--- config.mk ---
export PLATFORM = sky130hd
export DESIGN_NAME = touch_gesture_detector
export DESIGN_NICKNAME = d
export VERILOG_FILES = /design/src/hdl/tgd_pkg.sv /design/src/hdl/tgd_divider.sv /design/src/hdl/touch_gesture_detector.sv
export SDC_FILE = /design/constraint.sdc
export NUM_CORES = 1
export LEC_CHECK = 0
export BUFFER_PORTS_ARGS = -buffer_cell sky130_fd_sc_hd__buf_2
export CAP_MARGIN = 20
export CORE_MARGIN = 1
export CORE_UTILIZATION = 57
export DETAILED_ROUTE_END_ITERATION = 6
export GPL_TIMING_DRIVEN = 0
export PLACE_DENSITY = 0.84
export SLEW_MARGIN = 15
export SYNTH_ARGS = -nofsm -noshare
export SYNTH_HDL_FRONTEND = slang
export SYNTH_HIERARCHICAL = 1
export SYNTH_SLANG_ARGS = --single-unit
--- constraint.sdc ---
create_clock -name clock -period 8.7 [get_ports clock]
set_input_delay 1.305 -clock clock [delete_from_list [all_inputs] [get_ports clock]]
set_output_delay 1.305 -clock clock [all_outputs]
set_load 0.02 [all_outputs]
--- src/hdl/tgd_pkg.sv ---
package tgd_pkg;

   localparam int RAW_BITS       = 12;
   localparam int TIME_BITS      = 32;
   localparam int CAL_BITS       = 12;
   localparam int HOLD_BITS      = 16;
   localparam int ORIENT_BITS    = 3;
   localparam int CSR_INDEX_BITS = 4;
   localparam int CSR_DATA_BITS  = 16;

   localparam logic [CSR_INDEX_BITS-1:0] REG_CAL_X_MIN     = 4'd0;
   localparam logic [CSR_INDEX_BITS-1:0] REG_CAL_X_MAX     = 4'd1;
   localparam logic [CSR_INDEX_BITS-1:0] REG_CAL_Y_MIN     = 4'd2;
   localparam logic [CSR_INDEX_BITS-1:0] REG_CAL_Y_MAX     = 4'd3;
   localparam logic [CSR_INDEX_BITS-1:0] REG_ORIENTATION   = 4'd4;
   localparam logic [CSR_INDEX_BITS-1:0] REG_SCREEN_WIDTH  = 4'd5;
   localparam logic [CSR_INDEX_BITS-1:0] REG_SCREEN_HEIGHT = 4'd6;
   localparam logic [CSR_INDEX_BITS-1:0] REG_LONG_PRESS_MS = 4'd7;

   localparam logic [CAL_BITS-1:0]    RST_CAL_X_MIN     = 12'd300;
   localparam logic [CAL_BITS-1:0]    RST_CAL_X_MAX     = 12'd3600;
   localparam logic [CAL_BITS-1:0]    RST_CAL_Y_MIN     = 12'd400;
   localparam logic [CAL_BITS-1:0]    RST_CAL_Y_MAX     = 12'd3700;
   localparam logic [ORIENT_BITS-1:0] RST_ORIENTATION   = 3'd5;
   localparam logic [CAL_BITS-1:0]    RST_SCREEN_WIDTH  = 12'd320;
   localparam logic [CAL_BITS-1:0]    RST_SCREEN_HEIGHT = 12'd240;
   localparam logic [HOLD_BITS-1:0]   RST_LONG_PRESS_MS = 16'd500;

   localparam logic [2:0] EV_DOWN  = 3'd0;
   localparam logic [2:0] EV_MOVE  = 3'd1;
   localparam logic [2:0] EV_LONG  = 3'd2;
   localparam logic [2:0] EV_UP    = 3'd3;
   localparam logic [2:0] EV_CLICK = 3'd4;

   typedef struct packed {
      logic                 touched;
      logic [RAW_BITS-1:0]  raw_x;
      logic [RAW_BITS-1:0]  raw_y;
      logic [TIME_BITS-1:0] time_ms;
   } tgd_req_type;

   typedef struct packed {
      logic [2:0]   event_kind;
      logic signed [15:0] pos_x;
      logic signed [15:0] pos_y;
      logic         last_of_run;
   } tgd_rsp_type;

endpackage

--- src/hdl/tgd_divider.sv ---
module tgd_divider #(
   parameter int NUM_WIDTH = 24,
   parameter int DEN_WIDTH = 12
) (
   input  logic                 clock,
   input  logic                 reset,
   input  logic                 start,
   input  logic [NUM_WIDTH-1:0] num,
   input  logic [DEN_WIDTH-1:0] den,
   output logic                 done,
   output logic [NUM_WIDTH-1:0] quotient
);

   // restoring division, two quotient bits per cycle; NUM_WIDTH must be even
   localparam int STEPS = NUM_WIDTH / 2;
   localparam int CNT_W = $clog2(STEPS + 1);

   logic                 busy_ff, busy_in;
   logic                 done_ff, done_in;
   logic [CNT_W-1:0]     cnt_ff, cnt_in;
   logic [DEN_WIDTH-1:0] rem_ff, rem_in;
   logic [NUM_WIDTH-1:0] quo_ff, quo_in;
   logic [DEN_WIDTH-1:0] den_ff, den_in;

   logic [DEN_WIDTH:0] r1, r1s, r2, r2s;
   logic               ge1, ge2;

   always_comb begin
      r1  = {rem_ff, quo_ff[NUM_WIDTH-1]};
      ge1 = r1 >= {1'b0, den_ff};
      r1s = ge1 ? r1 - {1'b0, den_ff} : r1;
      r2  = {r1s[DEN_WIDTH-1:0], quo_ff[NUM_WIDTH-2]};
      ge2 = r2 >= {1'b0, den_ff};
      r2s = ge2 ? r2 - {1'b0, den_ff} : r2;

      busy_in = busy_ff;
      done_in = 1'b0;
      cnt_in  = cnt_ff;
      rem_in  = rem_ff;
      quo_in  = quo_ff;
      den_in  = den_ff;
      if (start) begin
         busy_in = 1'b1;
         cnt_in  = CNT_W'(STEPS);
         rem_in  = '0;
         quo_in  = num;
         den_in  = den;
      end else if (busy_ff) begin
         rem_in = r2s[DEN_WIDTH-1:0];
         quo_in = {quo_ff[NUM_WIDTH-3:0], ge1, ge2};
         cnt_in = cnt_ff - CNT_W'(1);
         if (cnt_ff == CNT_W'(1)) begin
            busy_in = 1'b0;
            done_in = 1'b1;
         end
      end
   end

   always_ff @(posedge clock) begin
      if (reset) begin
         busy_ff <= 1'b0;
         done_ff <= 1'b0;
         cnt_ff  <= '0;
      end else begin
         busy_ff <= busy_in;
         done_ff <= done_in;
         cnt_ff  <= cnt_in;
      end
   end

   always_ff @(posedge clock) begin
      rem_ff <= rem_in;
      quo_ff <= quo_in;
      den_ff <= den_in;
   end

   assign done     = done_ff;
   assign quotient = quo_ff;

endmodule

--- src/hdl/touch_gesture_detector.sv ---
// Touch gesture detector.
// req channel: one panel sample per transaction (touched, raw_x, raw_y, time_ms).
// rsp channel: zero, one or two gesture events per sample (down, move, long
// press, up, click); last_of_run marks the final event of a sample.
// csr channel: register index and data; csr_ready is always high. Write only
// while the block is idle.
// A touched sample maps both axes through one shared multiply step and one
// two-bit-per-cycle divider, used first for X, then for Y: it passes S_MUL,
// S_GO and S_WAIT once per axis, then S_EVAL and S_EMIT0 (NUM_W, the padded
// numerator width, is 24 at the default widths). A release sample goes from
// S_IDLE straight to S_EVAL. req_ready is high only between samples.
// A sample is accepted only once the previous one has handed its events to
// the output register.
// Events leave through an output register, so the next sample is accepted and
// processed while the last event waits. If rsp_ready stays low, a sample with
// two events stalls until the first is taken.
// Synchronous reset restores calibration defaults, clears the press state and
// drops any pending event.
module touch_gesture_detector (
   input  logic                              clock,
   input  logic                              reset,
   input  logic                              req_valid,
   output logic                              req_ready,
   input  tgd_pkg::tgd_req_type              req_data,
   output logic                              rsp_valid,
   input  logic                              rsp_ready,
   output tgd_pkg::tgd_rsp_type              rsp_data,
   input  logic                              csr_valid,
   output logic                              csr_ready,
   input  logic [tgd_pkg::CSR_INDEX_BITS-1:0] csr_index,
   input  logic [tgd_pkg::CSR_DATA_BITS-1:0]  csr_data
);
   import tgd_pkg::*;

   localparam int OP_W   = (RAW_BITS > CAL_BITS) ? RAW_BITS : CAL_BITS;
   localparam int NUM_W  = 2 * ((OP_W + CAL_BITS + 1) / 2);
   localparam int PROD_W = OP_W + CAL_BITS + 2;
   localparam int QW     = NUM_W + 2;
   localparam logic signed [QW-1:0] SAT_HI = QW'(32767);
   localparam logic signed [QW-1:0] SAT_LO = QW'(-32768);

   localparam logic [2:0] S_IDLE  = 3'd0;
   localparam logic [2:0] S_MUL   = 3'd1;
   localparam logic [2:0] S_GO    = 3'd2;
   localparam logic [2:0] S_WAIT  = 3'd3;
   localparam logic [2:0] S_EVAL  = 3'd4;
   localparam logic [2:0] S_EMIT0 = 3'd5;
   localparam logic [2:0] S_EMIT1 = 3'd6;

   logic [CAL_BITS-1:0]    cal_x_min_ff, cal_x_max_ff, cal_y_min_ff, cal_y_max_ff;
   logic [ORIENT_BITS-1:0] orient_ff;
   logic [CAL_BITS-1:0]    width_ff, height_ff;
   logic [HOLD_BITS-1:0]   hold_ff;

   logic [2:0]  state_ff, state_in;
   logic        axis_ff, axis_in;
   logic        pressed_ff, pressed_in;
   logic        long_fired_ff, long_fired_in;
   logic [TIME_BITS-1:0] press_start_ff, press_start_in;
   logic signed [15:0]   prev_x_ff, prev_x_in, prev_y_ff, prev_y_in;
   logic [1:0]  n_ff, n_in;
   logic        rsp_valid_ff, rsp_valid_in;

   tgd_req_type          sample_ff, sample_in;
   logic signed [PROD_W-1:0] prod_ff, prod_in;
   logic signed [OP_W:0]     den_ff, den_in;
   logic signed [15:0]       x_ff, x_in, y_ff, y_in;
   tgd_rsp_type          ev0_ff, ev0_in, ev1_ff, ev1_in;
   tgd_rsp_type          rsp_data_ff, rsp_data_in;

   logic [RAW_BITS-1:0]  a_sel;
   logic [CAL_BITS-1:0]  lo_sel, hi_sel, size_sel;
   logic                 mirror_sel;
   logic signed [OP_W:0] diff;
   logic [PROD_W-1:0]    prod_mag;
   logic [OP_W:0]        den_mag;
   logic                 div_start, div_done;
   logic [NUM_W-1:0]     quo;
   logic signed [QW-1:0] q_s, mirrored;
   logic signed [15:0]   sat;
   logic [TIME_BITS-1:0] elapsed;
   logic                 hold_reached, moved, fire_long, slot_free;

   tgd_divider #(
      .NUM_WIDTH(NUM_W),
      .DEN_WIDTH(OP_W)
   ) u_divider (
      .clock   (clock),
      .reset   (reset),
      .start   (div_start),
      .num     (prod_mag[NUM_W-1:0]),
      .den     (den_mag[OP_W-1:0]),
      .done    (div_done),
      .quotient(quo)
   );

   always_comb begin
      if (axis_ff ^ orient_ff[0]) begin
         a_sel = sample_ff.raw_y;
      end else begin
         a_sel = sample_ff.raw_x;
      end
      lo_sel     = axis_ff ? cal_y_min_ff : cal_x_min_ff;
      hi_sel     = axis_ff ? cal_y_max_ff : cal_x_max_ff;
      size_sel   = axis_ff ? height_ff : width_ff;
      mirror_sel = axis_ff ? orient_ff[2] : orient_ff[1];

      diff    = signed'({1'b0, OP_W'(a_sel)}) - signed'({1'b0, OP_W'(lo_sel)});
      prod_in = PROD_W'(diff) * PROD_W'(signed'({1'b0, size_sel}));
      den_in  = signed'({1'b0, OP_W'(hi_sel)}) - signed'({1'b0, OP_W'(lo_sel)});

      prod_mag  = prod_ff[PROD_W-1] ? PROD_W'(-prod_ff) : PROD_W'(prod_ff);
      den_mag   = den_ff[OP_W] ? (OP_W+1)'(-den_ff) : (OP_W+1)'(den_ff);
      div_start = (state_ff == S_GO);

      q_s = signed'({2'b00, quo});
      if (prod_ff[PROD_W-1] ^ den_ff[OP_W]) begin
         q_s = -q_s;
      end
      if (den_ff == '0) begin
         q_s = '0;
      end
      mirrored = mirror_sel ? signed'(QW'(size_sel)) - q_s : q_s;
      if (mirrored > SAT_HI) begin
         sat = 16'sh7FFF;
      end else if (mirrored < SAT_LO) begin
         sat = -16'sh8000;
      end else begin
         sat = mirrored[15:0];
      end

      elapsed      = sample_ff.time_ms - press_start_ff;
      hold_reached = elapsed >= TIME_BITS'(hold_ff);
      moved        = (x_ff != prev_x_ff) || (y_ff != prev_y_ff);
      fire_long    = !long_fired_ff && hold_reached;
      slot_free    = !rsp_valid_ff || rsp_ready;
   end

   always_comb begin
      state_in       = state_ff;
      axis_in        = axis_ff;
      pressed_in     = pressed_ff;
      long_fired_in  = long_fired_ff;
      press_start_in = press_start_ff;
      prev_x_in      = prev_x_ff;
      prev_y_in      = prev_y_ff;
      n_in           = n_ff;
      sample_in      = sample_ff;
      x_in           = x_ff;
      y_in           = y_ff;
      ev0_in         = ev0_ff;
      ev1_in         = ev1_ff;
      rsp_valid_in   = rsp_valid_ff && !rsp_ready;
      rsp_data_in    = rsp_data_ff;

      case (state_ff)
         S_IDLE: begin
            if (req_valid) begin
               sample_in = req_data;
               axis_in   = 1'b0;
               state_in  = req_data.touched ? S_MUL : S_EVAL;
            end
         end
         S_MUL: begin
            state_in = S_GO;
         end
         S_GO: begin
            state_in = S_WAIT;
         end
         S_WAIT: begin
            if (div_done) begin
               if (axis_ff) begin
                  y_in     = sat;
                  state_in = S_EVAL;
               end else begin
                  x_in     = sat;
                  axis_in  = 1'b1;
                  state_in = S_MUL;
               end
            end
         end
         S_EVAL: begin
            n_in     = 2'd0;
            state_in = S_EMIT0;
            ev0_in   = '{event_kind: EV_DOWN, pos_x: x_ff, pos_y: y_ff, last_of_run: 1'b1};
            ev1_in   = '{event_kind: EV_MOVE, pos_x: x_ff, pos_y: y_ff, last_of_run: 1'b1};
            if (sample_ff.touched) begin
               if (!pressed_ff) begin
                  n_in           = 2'd1;
                  press_start_in = sample_ff.time_ms;
                  long_fired_in  = 1'b0;
               end else begin
                  if (fire_long) begin
                     ev0_in.event_kind  = EV_LONG;
                     ev0_in.last_of_run = !moved;
                     n_in               = moved ? 2'd2 : 2'd1;
                     long_fired_in      = 1'b1;
                  end else if (moved) begin
                     ev0_in.event_kind = EV_MOVE;
                     n_in              = 2'd1;
                  end
               end
               prev_x_in  = x_ff;
               prev_y_in  = y_ff;
               pressed_in = 1'b1;
            end else begin
               ev0_in = '{event_kind: EV_UP, pos_x: prev_x_ff, pos_y: prev_y_ff,
                          last_of_run: 1'b1};
               ev1_in = '{event_kind: EV_CLICK, pos_x: prev_x_ff, pos_y: prev_y_ff,
                          last_of_run: 1'b1};
               if (pressed_ff) begin
                  if (!long_fired_ff && !hold_reached) begin
                     ev0_in.last_of_run = 1'b0;
                     n_in               = 2'd2;
                  end else begin
                     n_in = 2'd1;
                  end
               end
               pressed_in    = 1'b0;
               long_fired_in = 1'b0;
            end
         end
         S_EMIT0: begin
            if (n_ff == 2'd0) begin
               state_in = S_IDLE;
            end else if (slot_free) begin
               rsp_valid_in = 1'b1;
               rsp_data_in  = ev0_ff;
               state_in     = (n_ff == 2'd2) ? S_EMIT1 : S_IDLE;
            end
         end
         S_EMIT1: begin
            if (slot_free) begin
               rsp_valid_in = 1'b1;
               rsp_data_in  = ev1_ff;
               state_in     = S_IDLE;
            end
         end
         default: begin
            state_in = S_IDLE;
         end
      endcase
   end

   always_ff @(posedge clock) begin
      if (reset) begin
         cal_x_min_ff <= RST_CAL_X_MIN;
         cal_x_max_ff <= RST_CAL_X_MAX;
         cal_y_min_ff <= RST_CAL_Y_MIN;
         cal_y_max_ff <= RST_CAL_Y_MAX;
         orient_ff    <= RST_ORIENTATION;
         width_ff     <= RST_SCREEN_WIDTH;
         height_ff    <= RST_SCREEN_HEIGHT;
         hold_ff      <= RST_LONG_PRESS_MS;
      end else if (csr_valid) begin
         case (csr_index)
            REG_CAL_X_MIN:     cal_x_min_ff <= csr_data[CAL_BITS-1:0];
            REG_CAL_X_MAX:     cal_x_max_ff <= csr_data[CAL_BITS-1:0];
            REG_CAL_Y_MIN:     cal_y_min_ff <= csr_data[CAL_BITS-1:0];
            REG_CAL_Y_MAX:     cal_y_max_ff <= csr_data[CAL_BITS-1:0];
            REG_ORIENTATION:   orient_ff    <= csr_data[ORIENT_BITS-1:0];
            REG_SCREEN_WIDTH:  width_ff     <= csr_data[CAL_BITS-1:0];
            REG_SCREEN_HEIGHT: height_ff    <= csr_data[CAL_BITS-1:0];
            REG_LONG_PRESS_MS: hold_ff      <= csr_data[HOLD_BITS-1:0];
            default: begin
            end
         endcase
      end
   end

   always_ff @(posedge clock) begin
      if (reset) begin
         state_ff       <= S_IDLE;
         axis_ff        <= 1'b0;
         pressed_ff     <= 1'b0;
         long_fired_ff  <= 1'b0;
         press_start_ff <= '0;
         prev_x_ff      <= -16'sd1;
         prev_y_ff      <= -16'sd1;
         n_ff           <= 2'd0;
         rsp_valid_ff   <= 1'b0;
      end else begin
         state_ff       <= state_in;
         axis_ff        <= axis_in;
         pressed_ff     <= pressed_in;
         long_fired_ff  <= long_fired_in;
         press_start_ff <= press_start_in;
         prev_x_ff      <= prev_x_in;
         prev_y_ff      <= prev_y_in;
         n_ff           <= n_in;
         rsp_valid_ff   <= rsp_valid_in;
      end
   end

   always_ff @(posedge clock) begin
      sample_ff   <= sample_in;
      x_ff        <= x_in;
      y_ff        <= y_in;
      ev0_ff      <= ev0_in;
      ev1_ff      <= ev1_in;
      rsp_data_ff <= rsp_data_in;
      if (state_ff == S_MUL) begin
         prod_ff <= prod_in;
         den_ff  <= den_in;
      end
   end

   assign req_ready = (state_ff == S_IDLE);
   assign rsp_valid = rsp_valid_ff;
   assign rsp_data  = rsp_data_ff;
   assign csr_ready = 1'b1;

endmodule

; Yosys cells after proc, flatten, opt, wreduce, memory -nomap -nowiden
; Cells that the tools add are included.
[op_classes]
n_eq_ne = 24
n_mux = 62
n_addsub = 10
magnitude_cmp = 5
n_mul = 1
n_bitwise = 6
reduce_logical = 37
[ops]
columns = cell, count
row1 = 2-to-1 mux 36 bit, 4
row2 = 2-to-1 mux 12 bit, 7
row3 = 2-to-1 mux 26 bit, 3
row4 = 2-to-1 mux 24 bit, 3
row5 = one-hot mux 36 bit (2 select lines), 1
row6 = greater-or-equal comparator 32 x 16 -> 1 bit, 1
row7 = 2-to-1 mux 16 bit, 2
row8 = 2-to-1 mux 32 bit, 1
row9 = != test 16 bit, 2
row10 = subtractor 32 bit, 1
row11 = greater-or-equal comparator 13 x 12 -> 1 bit, 2
row12 = greater-than comparator 26 x 16 -> 1 bit (second input constant), 1
row13 = less-than comparator 26 x 16 -> 1 bit (second input constant), 1
row14 = multiplier 13 x 13 -> 26 bit, 1
row15 = negator 24 -> 26 bit, 1
row16 = subtractor 12 x 12 -> 13 bit, 2
row17 = subtractor 13 x 26 -> 26 bit, 1
row18 = 2-to-1 mux 3 bit, 8
row19 = negator 24 bit, 1
row20 = subtractor 12 bit, 2
row21 = AND reduction 2 bit, 11
row22 = one-hot mux 3 bit (7 select lines), 1
row23 = 2-to-1 mux 1 bit, 20
row24 = == test 4 x 3 -> 1 bit (second input constant), 4
row25 = other kinds (29), 64
[word_totals]
output_inout_bits = 39
elab_cells = 190
register_bits = 454
input_bits = 82

; Longest topological paths before layout
; Gate-level depths: netlist (run 1).
[logic_depth]
ltp_word = 8
mapped_depth = 38
ltp_nobuf = 36

; Cells and area by module
; The synthesis (run 1) kept the hierarchy.
[modules_own_cells]
columns = module, n_inst, seq_area_each_um2, area_each_um2, cells_per_inst
row1 = touch_gesture_detector, 1, 9288.9, 25155.4, 2677
row2 = tgd_divider, 1, 1441.4, 3799.9, 378

; Worst setup path before layout (run 1)
; OpenSTA, ideal clock, no wires.
[synth_timing]
path_kind = register -> register
from = reg axis_ff
to = reg prod_ff[23], data pin
arrival_time_ns = 8.839
t_required_ns = 8.442
setup_slack_ns = -0.397
stages_incl_launch_ff = 39
path_cell_list = dfxtp_1 clkbuf_1 clkbuf_1 buf_1 mux2_2 ha_1 inv_1 fa_1 nand2_1 nand2_1 a21oi_1 o21ai_0 a21oi_1 o21ai_0 a21oi_1 o21bai_1 a21oi_1 xor2_1 [3 not listed] fa_1 inv_1 fa_1 fa_1 inv_1 fa_1 inv_1 ha_1 o2111a_1 a221oi_1 a21oi_1 a211oi_1 nor3_1 a21oi_1 nor2b_1 o21ai_0 nor2b_1 xnor2_1
[synth_between]
elab_chain_cells = 4
elab_cells_between_ends = 6
[synth_rtl]
columns = element, line
row1 = start: declaration, touch_gesture_detector.sv:56  ; logic axis_ff, axis_in;
row2 = start signal: assignment, touch_gesture_detector.sv:284  ; axis_ff <= axis_in;
row3 = XOR 1 bit, touch_gesture_detector.sv:98  ; if (axis_ff ^ orient_ff[0]) begin
row4 = 2-to-1 mux 12 bit, touch_gesture_detector.sv:98
row5 = subtractor 12 x 12 -> 13 bit, touch_gesture_detector.sv:108  ; diff = signed'({1'b0, OP_W'(a_sel)}) - signed'({1'b0, OP_W'(lo_sel)});
row6 = multiplier 13 x 13 -> 26 bit (*), touch_gesture_detector.sv:109  ; prod_in = PROD_W'(diff) * PROD_W'(signed'({1'b0, size_sel}));
row7 = net prod_in[23], touch_gesture_detector.sv:65  ; logic signed [PROD_W-1:0] prod_ff, prod_in;
row8 = end signal: assignment, touch_gesture_detector.sv:303  ; prod_ff <= prod_in;
row9 = end: declaration, touch_gesture_detector.sv:65
; Mark *: on every way through the listed nets, which the timed path passes. The rest lies on a longest branch.
; A chain may end at the register's enable or synchronous reset.

; Worst setup path after layout (run 1)
; Ends and elaborated chain as after synthesis.

==> results.yml, run 1 <==
route:
  drt_drc_violations_left: 0
  routed_wirelength_um: 71600
  detailedRoute.firstIterationViolations: 2141
  number_of_nets_with_antenna_violations_after_routing: 0
  firstDrtPassIters: 6
  detail_routed_net_length_per_standard_cell_um: 18.1
  vias_per_cell: 5.79
  vias: 22900
setup_path:
  critical_path_peak_fanout: 6
  start_kind: "register"
  reg2reg_setup_slack_ns: 0.13
  critPathTopFamily: "adder cells"
  worstSetupEndpointType: "register"
  worstPathRequired_ns: 9.01
  worstSetupPathType: "register to register"
  worstPathArrival_ns: 8.88
  timing.critical_path.slowest_stage_cell: "sky130_fd_sc_hd__fa_1"
  worstPathBufferInverterCount: 7
  crit_path_max_incr_delay_ns: 0.53
clock_network:
  clock-root-buffer: "sky130_fd_sc_hd__clkbuf_16"
  clk_latency_ns: 0.59
  max-clock-path-buffers: 3
  tritoncts: "done"
  cts_hold_repair.buffers: 0
  cts.reportedPaths.clkPinSlew_ns: 0.07
  cts_sinks: 418
  cts_made_buffers: 43
  cts-htree-levels: 2
placed_design:
  placedCellCount: 3846
  postPlaceCellArea_um2: 30400
  dp_hpwl_um: 53000
  finalWeightedCongestion: 0.924
  quantity_of_i_o_buffers_inserted_on_ports: 114
sta:
  setup-violations-final: 0
  max-slew-margin-rel_pct: 25.1
  grt_setup_unrepaired: "true"
  final.hold.worst_slack_ns: 0.455
  period_needed_ns: 8.57
  fmax_ghz: 0.117
  finClkSkew_ns: 0.0202
  maxSlewViolCount: 0
  tightest_slew_ns: 1.09
  period_share_pct: 98.5
  timing.final.hold_violations: 0
power:
  clockPowerShare_pct: 16.9
  switching_share_pct: 43.5
  p_seq_share_pct: 25.4
  power_switching_mw: 5.04
  power.ir.vdd_worst_mv: 0.243
  p_comb_share_pct: 57.7
  total_power_mw: 11.6
  power_density_nw_per_um2: 356
  p_int_mw: 6.55
  power.static_leakage_nw: 13.4
yosys:
  yosys.cell_types.count: 94
  syn-cell-area_um2: 29000
  synth_cells: 3055
  synthesis.yosys.warnings: 6
  synthDominantAreaCellType: "sky130_fd_sc_hd__edfxtp_1"
  ys.flop_type: "sky130_fd_sc_hd__edfxtp_1"
  synth_top_area_share_pct: 24.5
  mappedNetlistNets: 3466
  synth_seq_cells: 418
  ys_seq_area_share_pct: 37.1
  synthArstFlopShare_pct: 0
  syn_area_per_cell_um2: 9.48
  post_synth_main_area_contributors: "sky130_fd_sc_hd__edfxtp_1 24%, sky130_fd_sc_hd__dfxtp_1 13%, sky130_fd_sc_hd__fa_1 11%, sky130_fd_sc_hd__ha_1 7.6%, sky130_fd_sc_hd__nand2_1 5.2%"
  synth-edff-count: 236
global_route:
  grtUsageMet3_pct: 5.34
  grtUsageMet2_pct: 46.2
  grt_pass1_wl_um: 112000
  grt_start_max_net_pins: 59
  grt_use_total_pct: 27.3
  grt_pass1_vias: 22300
  antenna_found_initial: 2
  grt.overflow.total: 0
  grt.busiest_layer: "met2"
  met1_usage_pct: 34.7
outcome:
  run_status: "complete, no violations"
worst_hold_path:
  min_path_type: "register to register"
floorplan:
  core_rows: 82
  die_w_um: 227
  die_h_um: 227
  initial_core_util_pct: 57.7
  ioPinCount: 121
  core_region_area_um2: 50200
  dieArea_um2: 51700
cells_and_area:
  core_utilization_of_the_finished_layout_pct: 64.8
  flow.area_growth_from_synthesis_pct: 12.3
  fill_cells: 3681
  stdcell_area_um2: 32500
  layout-drive-gt1-share_pct: 13.0
  finish.cell_count_without_fillers: 3948
  finish.net_count: 3652
  insertedDiodeCount: 0
job:
  max-cap-violations: 0
==> worst reg2reg max path, delay by kind of cell (launching register included) <==
kind | cells | cell delay [ns]
xor+xnor | 3 | 0.49
simple gates | 6 | 0.62
buf+inv | 7 | 0.63
compound gates | 13 | 2.53
fa+ha+maj | 8 | 3.42
mux | 1 | 0.26
flops | 1 | 0.34
==> power groups by stage <==
stage / sequential (mW) / clock [mW] / combinational [mW]
after global routing: 2.98 / 2.05 / 7.40
after CTS: 2.94 / 1.98 / 6.40
after global placement: 2.98 / 0 / 6.03
after detailed placement: 2.98 / 0 / 6.22
final: 2.95 / 1.96 / 6.68
after floorplan: 2.91 / 0 / 4.85
==> flip-flops by register name (all words and copies together), names as in the netlist, 3 cells and up <==
register,count
sample_ff,57
rsp_data,36
ev0_ff,35
press_start_ff,32
prod_ff,25
u_divider/quotient,24
hold_ff,16
prev_x_ff,16
prev_y_ff,16
x_ff,16
y_ff,16
den_ff,13
cal_x_max_ff,12
cal_x_min_ff,12
cal_y_max_ff,12
cal_y_min_ff,12
height_ff,12
u_divider/den_ff,12
u_divider/rem_ff,12
width_ff,12
u_divider/cnt_ff,4
orient_ff,3
state_ff,3
==> per-layer routing <==
layer / vias up / wire [um]
met5: - / 12
met4: 2 / 2330
met3: 191 / 5650
met2: 948 / 34700
met1: 11000 / 28900
li1: 10800 / -
==> final timing paths <==
kind,startpoint,end,cells past startpoint
worst min register to register,press_start_ff[15]$_SDFFE_PP0P_,press_start_ff[15]$_SDFFE_PP0P_,2
worst max-delay path,axis_ff$_SDFFE_PP0P_,prod_ff[23]$_DFFE_PN_,38
worst max register to register,axis_ff$_SDFFE_PP0P_,prod_ff[23]$_DFFE_PN_,38
worst min-delay path,press_start_ff[15]$_SDFFE_PP0P_,press_start_ff[15]$_SDFFE_PP0P_,2
==> stage by stage <==
| stage | setup TNS [ns] | setup WS [ns] |
|---|---|---|
| 3_5_place_dp | -10.81 | -1.56 |
| 2_1_floorplan | 0 | 0.121 |
| 6_report | 0 | 0.134 |
| 5_1_grt | -0.267 | -0.104 |
| 4_1_cts | 0 | 0.0354 |
| 3_3_place_gp | -9.57 | -1.48 |
==> logic make-up after synthesis <==
kind of cell | count (synthesis) | share of synthesized area [%]
multiplexers | 172 | 6.40
adder cells (fa/ha/maj) | 329 | 18.2
AND/OR/NAND/NOR | 989 | 15.6
AO/OA/AOI/OAI | 489 | 11.0
other | 1 | 0.0130
XOR/XNOR | 179 | 5.41
buffers and inverters | 478 | 6.33
flip-flops | 418 | 37.1
==> synth_stat cells (6+ instances only) <==
master and count:
sky130_fd_sc_hd__and3_1 14, sky130_fd_sc_hd__a21o_1 26, sky130_fd_sc_hd__and2_1 24, sky130_fd_sc_hd__nor2_1 251, sky130_fd_sc_hd__o21a_1 20, sky130_fd_sc_hd__nor2b_1 24, sky130_fd_sc_hd__o21ai_1 12, sky130_fd_sc_hd__o211ai_1 23
sky130_fd_sc_hd__nor3_1 48, sky130_fd_sc_hd__inv_1 328, sky130_fd_sc_hd__ha_1 175, sky130_fd_sc_hd__nor4_1 12, sky130_fd_sc_hd__or3_1 18, sky130_fd_sc_hd__fa_1 154, sky130_fd_sc_hd__xnor2_1 142, sky130_fd_sc_hd__nand3b_1 6
sky130_fd_sc_hd__edfxtp_1 236, sky130_fd_sc_hd__a21boi_0 13, sky130_fd_sc_hd__o21ai_0 91, sky130_fd_sc_hd__clkbuf_1 127, sky130_fd_sc_hd__a21oi_1 161, sky130_fd_sc_hd__buf_1 11, sky130_fd_sc_hd__dfxtp_1 182, sky130_fd_sc_hd__o41ai_1 6
sky130_fd_sc_hd__nand2_1 402, sky130_fd_sc_hd__xor2_1 37, sky130_fd_sc_hd__a211o_1 6, sky130_fd_sc_hd__o31ai_1 18, sky130_fd_sc_hd__a211oi_1 15, sky130_fd_sc_hd__mux2i_1 82, sky130_fd_sc_hd__nand4_1 20, sky130_fd_sc_hd__a311oi_1 10
sky130_fd_sc_hd__mux2_2 87, sky130_fd_sc_hd__nand3_1 77, sky130_fd_sc_hd__a31oi_1 17, sky130_fd_sc_hd__nand2b_1 30, sky130_fd_sc_hd__nor3b_1 6, sky130_fd_sc_hd__or2_2 27, sky130_fd_sc_hd__o21bai_1 8
==> placed cells by master (no fill, tap or decap), types with 14 or more instances in the layout <==
cell type | netlist | layout
sky130_fd_sc_hd__mux2i_1 | 82 | 77
sky130_fd_sc_hd__nand2_1 | 402 | 401
sky130_fd_sc_hd__edfxtp_1 | 236 | 236
sky130_fd_sc_hd__nand4_1 | 20 | 20
sky130_fd_sc_hd__fa_1 | 154 | 153
sky130_fd_sc_hd__nand3_1 | 77 | 77
sky130_fd_sc_hd__o31ai_1 | 18 | 18
sky130_fd_sc_hd__o21ai_0 | 91 | 82
sky130_fd_sc_hd__a211oi_1 | 15 | 14
sky130_fd_sc_hd__nor2b_1 | 24 | 23
sky130_fd_sc_hd__xnor2_1 | 142 | 134
sky130_fd_sc_hd__dfxtp_1 | 182 | 182
sky130_fd_sc_hd__a31oi_1 | 17 | 17
sky130_fd_sc_hd__or2_2 | 27 | 27
sky130_fd_sc_hd__and2_1 | 24 | 23
sky130_fd_sc_hd__nor2_1 | 251 | 247
sky130_fd_sc_hd__inv_1 | 328 | 326
sky130_fd_sc_hd__nor3_1 | 48 | 47
sky130_fd_sc_hd__buf_2 | 4 | 118
sky130_fd_sc_hd__buf_4 | 2 | 26
sky130_fd_sc_hd__a21o_1 | 26 | 26
sky130_fd_sc_hd__o211ai_1 | 23 | 23
sky130_fd_sc_hd__mux2_2 | 87 | 87
sky130_fd_sc_hd__clkbuf_16 | 0 | 45
sky130_fd_sc_hd__or3_1 | 18 | 18
sky130_fd_sc_hd__xor2_1 | 37 | 35
sky130_fd_sc_hd__clkbuf_1 | 127 | 126
sky130_fd_sc_hd__nand2b_1 | 30 | 30
sky130_fd_sc_hd__o21a_1 | 20 | 19
sky130_fd_sc_hd__a21oi_1 | 161 | 153
sky130_fd_sc_hd__ha_1 | 175 | 170
==> what timing repair did <==
item | CTS | global route
buffers inserted | 10 | 13
hold endpoints to repair | 0 | 0
endpoints found under the setup margin | 13 | 6
pin swaps | 5 | 18
resized for setup | 49 | 42
==> final cells by class <==
cell class | instances | area [um^2] | area share (%)
multi-input combinational | 2159 | 16800 | 51.5
sequential | 418 | 10700 | 33.0
inverter | 331 | 1250 | 3.83
clock buffer | 54 | 1190 | 3.66
tap | 672 | 841 | 2.58
timing repair buffer | 142 | 805 | 2.47
buffer | 146 | 644 | 1.98
clock inverter | 26 | 312 | 0.958
Note: power is estimated with default switching activity, not from simulation.
==> inputs of run 2 (changes only) <==
--- a/config.mk
+++ b/config.mk
@@ -8,10 +8,11 @@
 export BUFFER_PORTS_ARGS = -buffer_cell sky130_fd_sc_hd__buf_2
 export CAP_MARGIN = 20
 export CORE_MARGIN = 1
-export CORE_UTILIZATION = 57
+export CORE_UTILIZATION = 59
+export CTS_BUF_LIST = sky130_fd_sc_hd__clkbuf_8
 export DETAILED_ROUTE_END_ITERATION = 6
 export GPL_TIMING_DRIVEN = 0
-export PLACE_DENSITY = 0.84
+export PLACE_DENSITY = 0.87
 export SLEW_MARGIN = 15
 export SYNTH_ARGS = -nofsm -noshare
 export SYNTH_HDL_FRONTEND = slang
==> run 2 against run 1 <==
  * The run now ends with DRC left
  * Hold slack worse by 0.0020 ns
  * Register-to-register slack got worse by 0.04 ns
  * First-iteration DRC count decreased by 1.5%
  * Non-clock buffer count grew 2
  * Die area fell by 3.4%
  * Clock-buffer cell count up 22
  * Sequential power about the same
  * Global-route usage rose by 0.60 points
  * Sequential cell count unchanged
  * Utilization grew 2.7 points
  * Clock power shrank 9.7%
  * Sequential share of layout area rose by 0.11 points
  * Critical path type unchanged
  * Largest cell class unchanged
==> results.yml, run 2 (synthesis gave the netlist of run 1 again) <==
route:
  firstDrtPassIters: 7
  detail_routed_net_length_per_standard_cell_um: 18.4
  vias_per_cell: 5.93
  drt_drc_violations_left: 38
  number_of_nets_with_antenna_violations_after_routing: 0
  detailedRoute.firstIterationViolations: 2108
  routed_wirelength_um: 72400
  vias: 23400
global_route:
  grtUsageMet2_pct: 46.3
  grt_pass1_wl_um: 111000
  antenna_found_initial: 1
  grt.overflow.total: 0
  grtUsageMet3_pct: 4.94
  grt_use_total_pct: 27.9
  grt_start_max_net_pins: 59
  met1_usage_pct: 35.9
  grt_pass1_vias: 22300
  grt.busiest_layer: "met2"
sta:
  finClkSkew_ns: 0.0389
  fmax_ghz: 0.116
  setup-violations-final: 0
  tightest_slew_ns: 1.23
  period_needed_ns: 8.60
  max-slew-margin-rel_pct: 15.6
  maxSlewViolCount: 0
  grt_setup_unrepaired: "true"
  period_share_pct: 98.9
  timing.final.hold_violations: 0
setup_path:
  worstSetupEndpointType: "register"
  timing.critical_path.slowest_stage_cell: "sky130_fd_sc_hd__fa_1"
  r2r_cells: 39
  critical_path_peak_fanout: 6
  worstPathArrival_ns: 9.00
  crit_path_max_incr_delay_ns: 0.58
  timing.rr.start: "axis_ff$_SDFFE_PP0P_"
  start_kind: "register"
  worstPathRequired_ns: 9.10
  crit_path_top_cell_by_count: "sky130_fd_sc_hd__fa_1"
  reg2reg_setup_slack_ns: 0.1
  worstSetupPathType: "register to register"
  crit-reg2reg-capture: "prod_ff[23]$_DFFE_PN_"
cells_and_area:
  flow.area_growth_from_synthesis_pct: 12.0
  layout-drive-gt1-share_pct: 14.1
  mostFrequentLayoutCells: "399 x sky130_fd_sc_hd__nand2_1, 344 x sky130_fd_sc_hd__inv_1, 246 x sky130_fd_sc_hd__nor2_1, 236 x sky130_fd_sc_hd__edfxtp_1, 181 x sky130_fd_sc_hd__dfxtp_1"
  core_utilization_of_the_finished_layout_pct: 67.5
  largest_register_ff_count: 57
  layout.cells.most_common: "sky130_fd_sc_hd__nand2_1"
  fill_cells: 3436
  finish.net_count: 3680
  largest_register: "sample_ff"
  stdcell_area_um2: 32400
  insertedDiodeCount: 0
floorplan:
  ioPinCount: 121
  die_h_um: 224
  core_rows: 80
  die_w_um: 224
  dieArea_um2: 50000
  core_region_area_um2: 48000
  initial_core_util_pct: 60.3
clock_network:
  tritoncts: "done"
  clk_latency_ns: 0.67
  cts_made_buffers: 69
  cts-htree-levels: 3
  cts.reportedPaths.clkPinSlew_ns: 0.06
  cts_sinks: 418
  max-clock-path-buffers: 3
  clock-root-buffer: "sky130_fd_sc_hd__clkbuf_8"
worst_hold_path:
  min_path_type: "register to register"
  min_to: "cal_y_max_ff[8]$_SDFFE_PP0P_"
  hold-path-cell-count: 2
  timing.hold.worst.start: "cal_y_max_ff[8]$_SDFFE_PP0P_"
outcome:
  violations: "DRC"
  run_status: "finished with violations"
power:
  power.static_leakage_nw: 13.5
  power_density_nw_per_um2: 354
  power.ir.vdd_worst_mv: 0.263
job:
  max-cap-violations: 0
placed_design:
  finalWeightedCongestion: 0.970
  dp_hpwl_um: 52200
  postPlaceCellArea_um2: 30400
  quantity_of_i_o_buffers_inserted_on_ports: 114
## run 2: layout make-up
cell class | count | area [um^2] | share of cell area, %
Clock buffer | 76 | 1050 | 3.23
Inverter | 331 | 1250 | 3.84
Tap cell | 615 | 769 | 2.37
Timing Repair Buffer | 146 | 835 | 2.57
Sequential cell | 418 | 10700 | 33.1
Clock inverter | 51 | 352 | 1.08
Multi-Input combinational cell | 2159 | 16800 | 51.8
Buffer | 144 | 651 | 2.01
## run 2: worst max-delay path by stage
stage,slack (ns),end,cells past startpoint,start
2_1_floorplan,0.12,prod_ff[22]$_DFFE_PN_,36,axis_ff$_SDFFE_PP0P_
4_1_cts,0.03,prod_ff[22]$_DFFE_PN_,36,axis_ff$_SDFFE_PP0P_
6_report,0.1,prod_ff[23]$_DFFE_PN_,39,axis_ff$_SDFFE_PP0P_
3_5_place_dp,-1.83,prod_ff[25]$_DFFE_PN_,34,axis_ff$_SDFFE_PP0P_
3_3_place_gp,-1.48,prod_ff[25]$_DFFE_PN_,34,axis_ff$_SDFFE_PP0P_
5_1_grt,-0.14,prod_ff[23]$_DFFE_PN_,37,axis_ff$_SDFFE_PP0P_
## run 2: worst max-delay path: cells and delay by family (launching register included)
kind                       cells  cell delay (ns)
adders and majority gates      8             3.48
and+or+nand+nor                6             0.62
DFF                            1             0.33
muxes                          1             0.26
xor gates and xnor gates       3             0.55
buffers and inverters          8             0.69
AOI/OAI and AO/OA             13             2.40
## run 2: repair_timing
item	in CTS	in global routing
endpoints found under the setup margin	13	7
hold buffers	0	0
setup buffers	10	17
hold endpoints to repair	0	0
cloned	0	0
gates resized for setup	52	58
pin swaps	8	34
## run 2: power breakdown
group / internal (mW) / leakage, nW / total (mW) / switching (mW)
combinational: 2.78 / 9.06 / 6.78 / 4.00
sequential: 2.68 / 3.63 / 2.95 / 0.269
clock: 0.933 / 0.792 / 1.77 / 0.834
total: 6.39 / 13.5 / 11.5 / 5.10
## run 2: stage by stage
step                power [mW]  worst slack, ns  hold WS [ns]  TNS (ns)  cells
finish                    11.5           0.0959         0.453         0   3940
global route              12.3           -0.139         0.477    -0.379   3940
CTS                       11.1           0.0273         0.455         0   3924
detailed placement        9.19            -1.83         0.447    -13.26   3788
global placement          9.00            -1.48         0.439     -9.51   3784
floorplan                 7.76            0.121         0.433         0   3055
## run 2: metal layers
metal / up-vias / wire length [um]
li1: 10800 / -
met1: 11000 / 28200
met2: 1195 / 34400
met3: 304 / 6340
met4: 2 / 3360
met5: - / 13
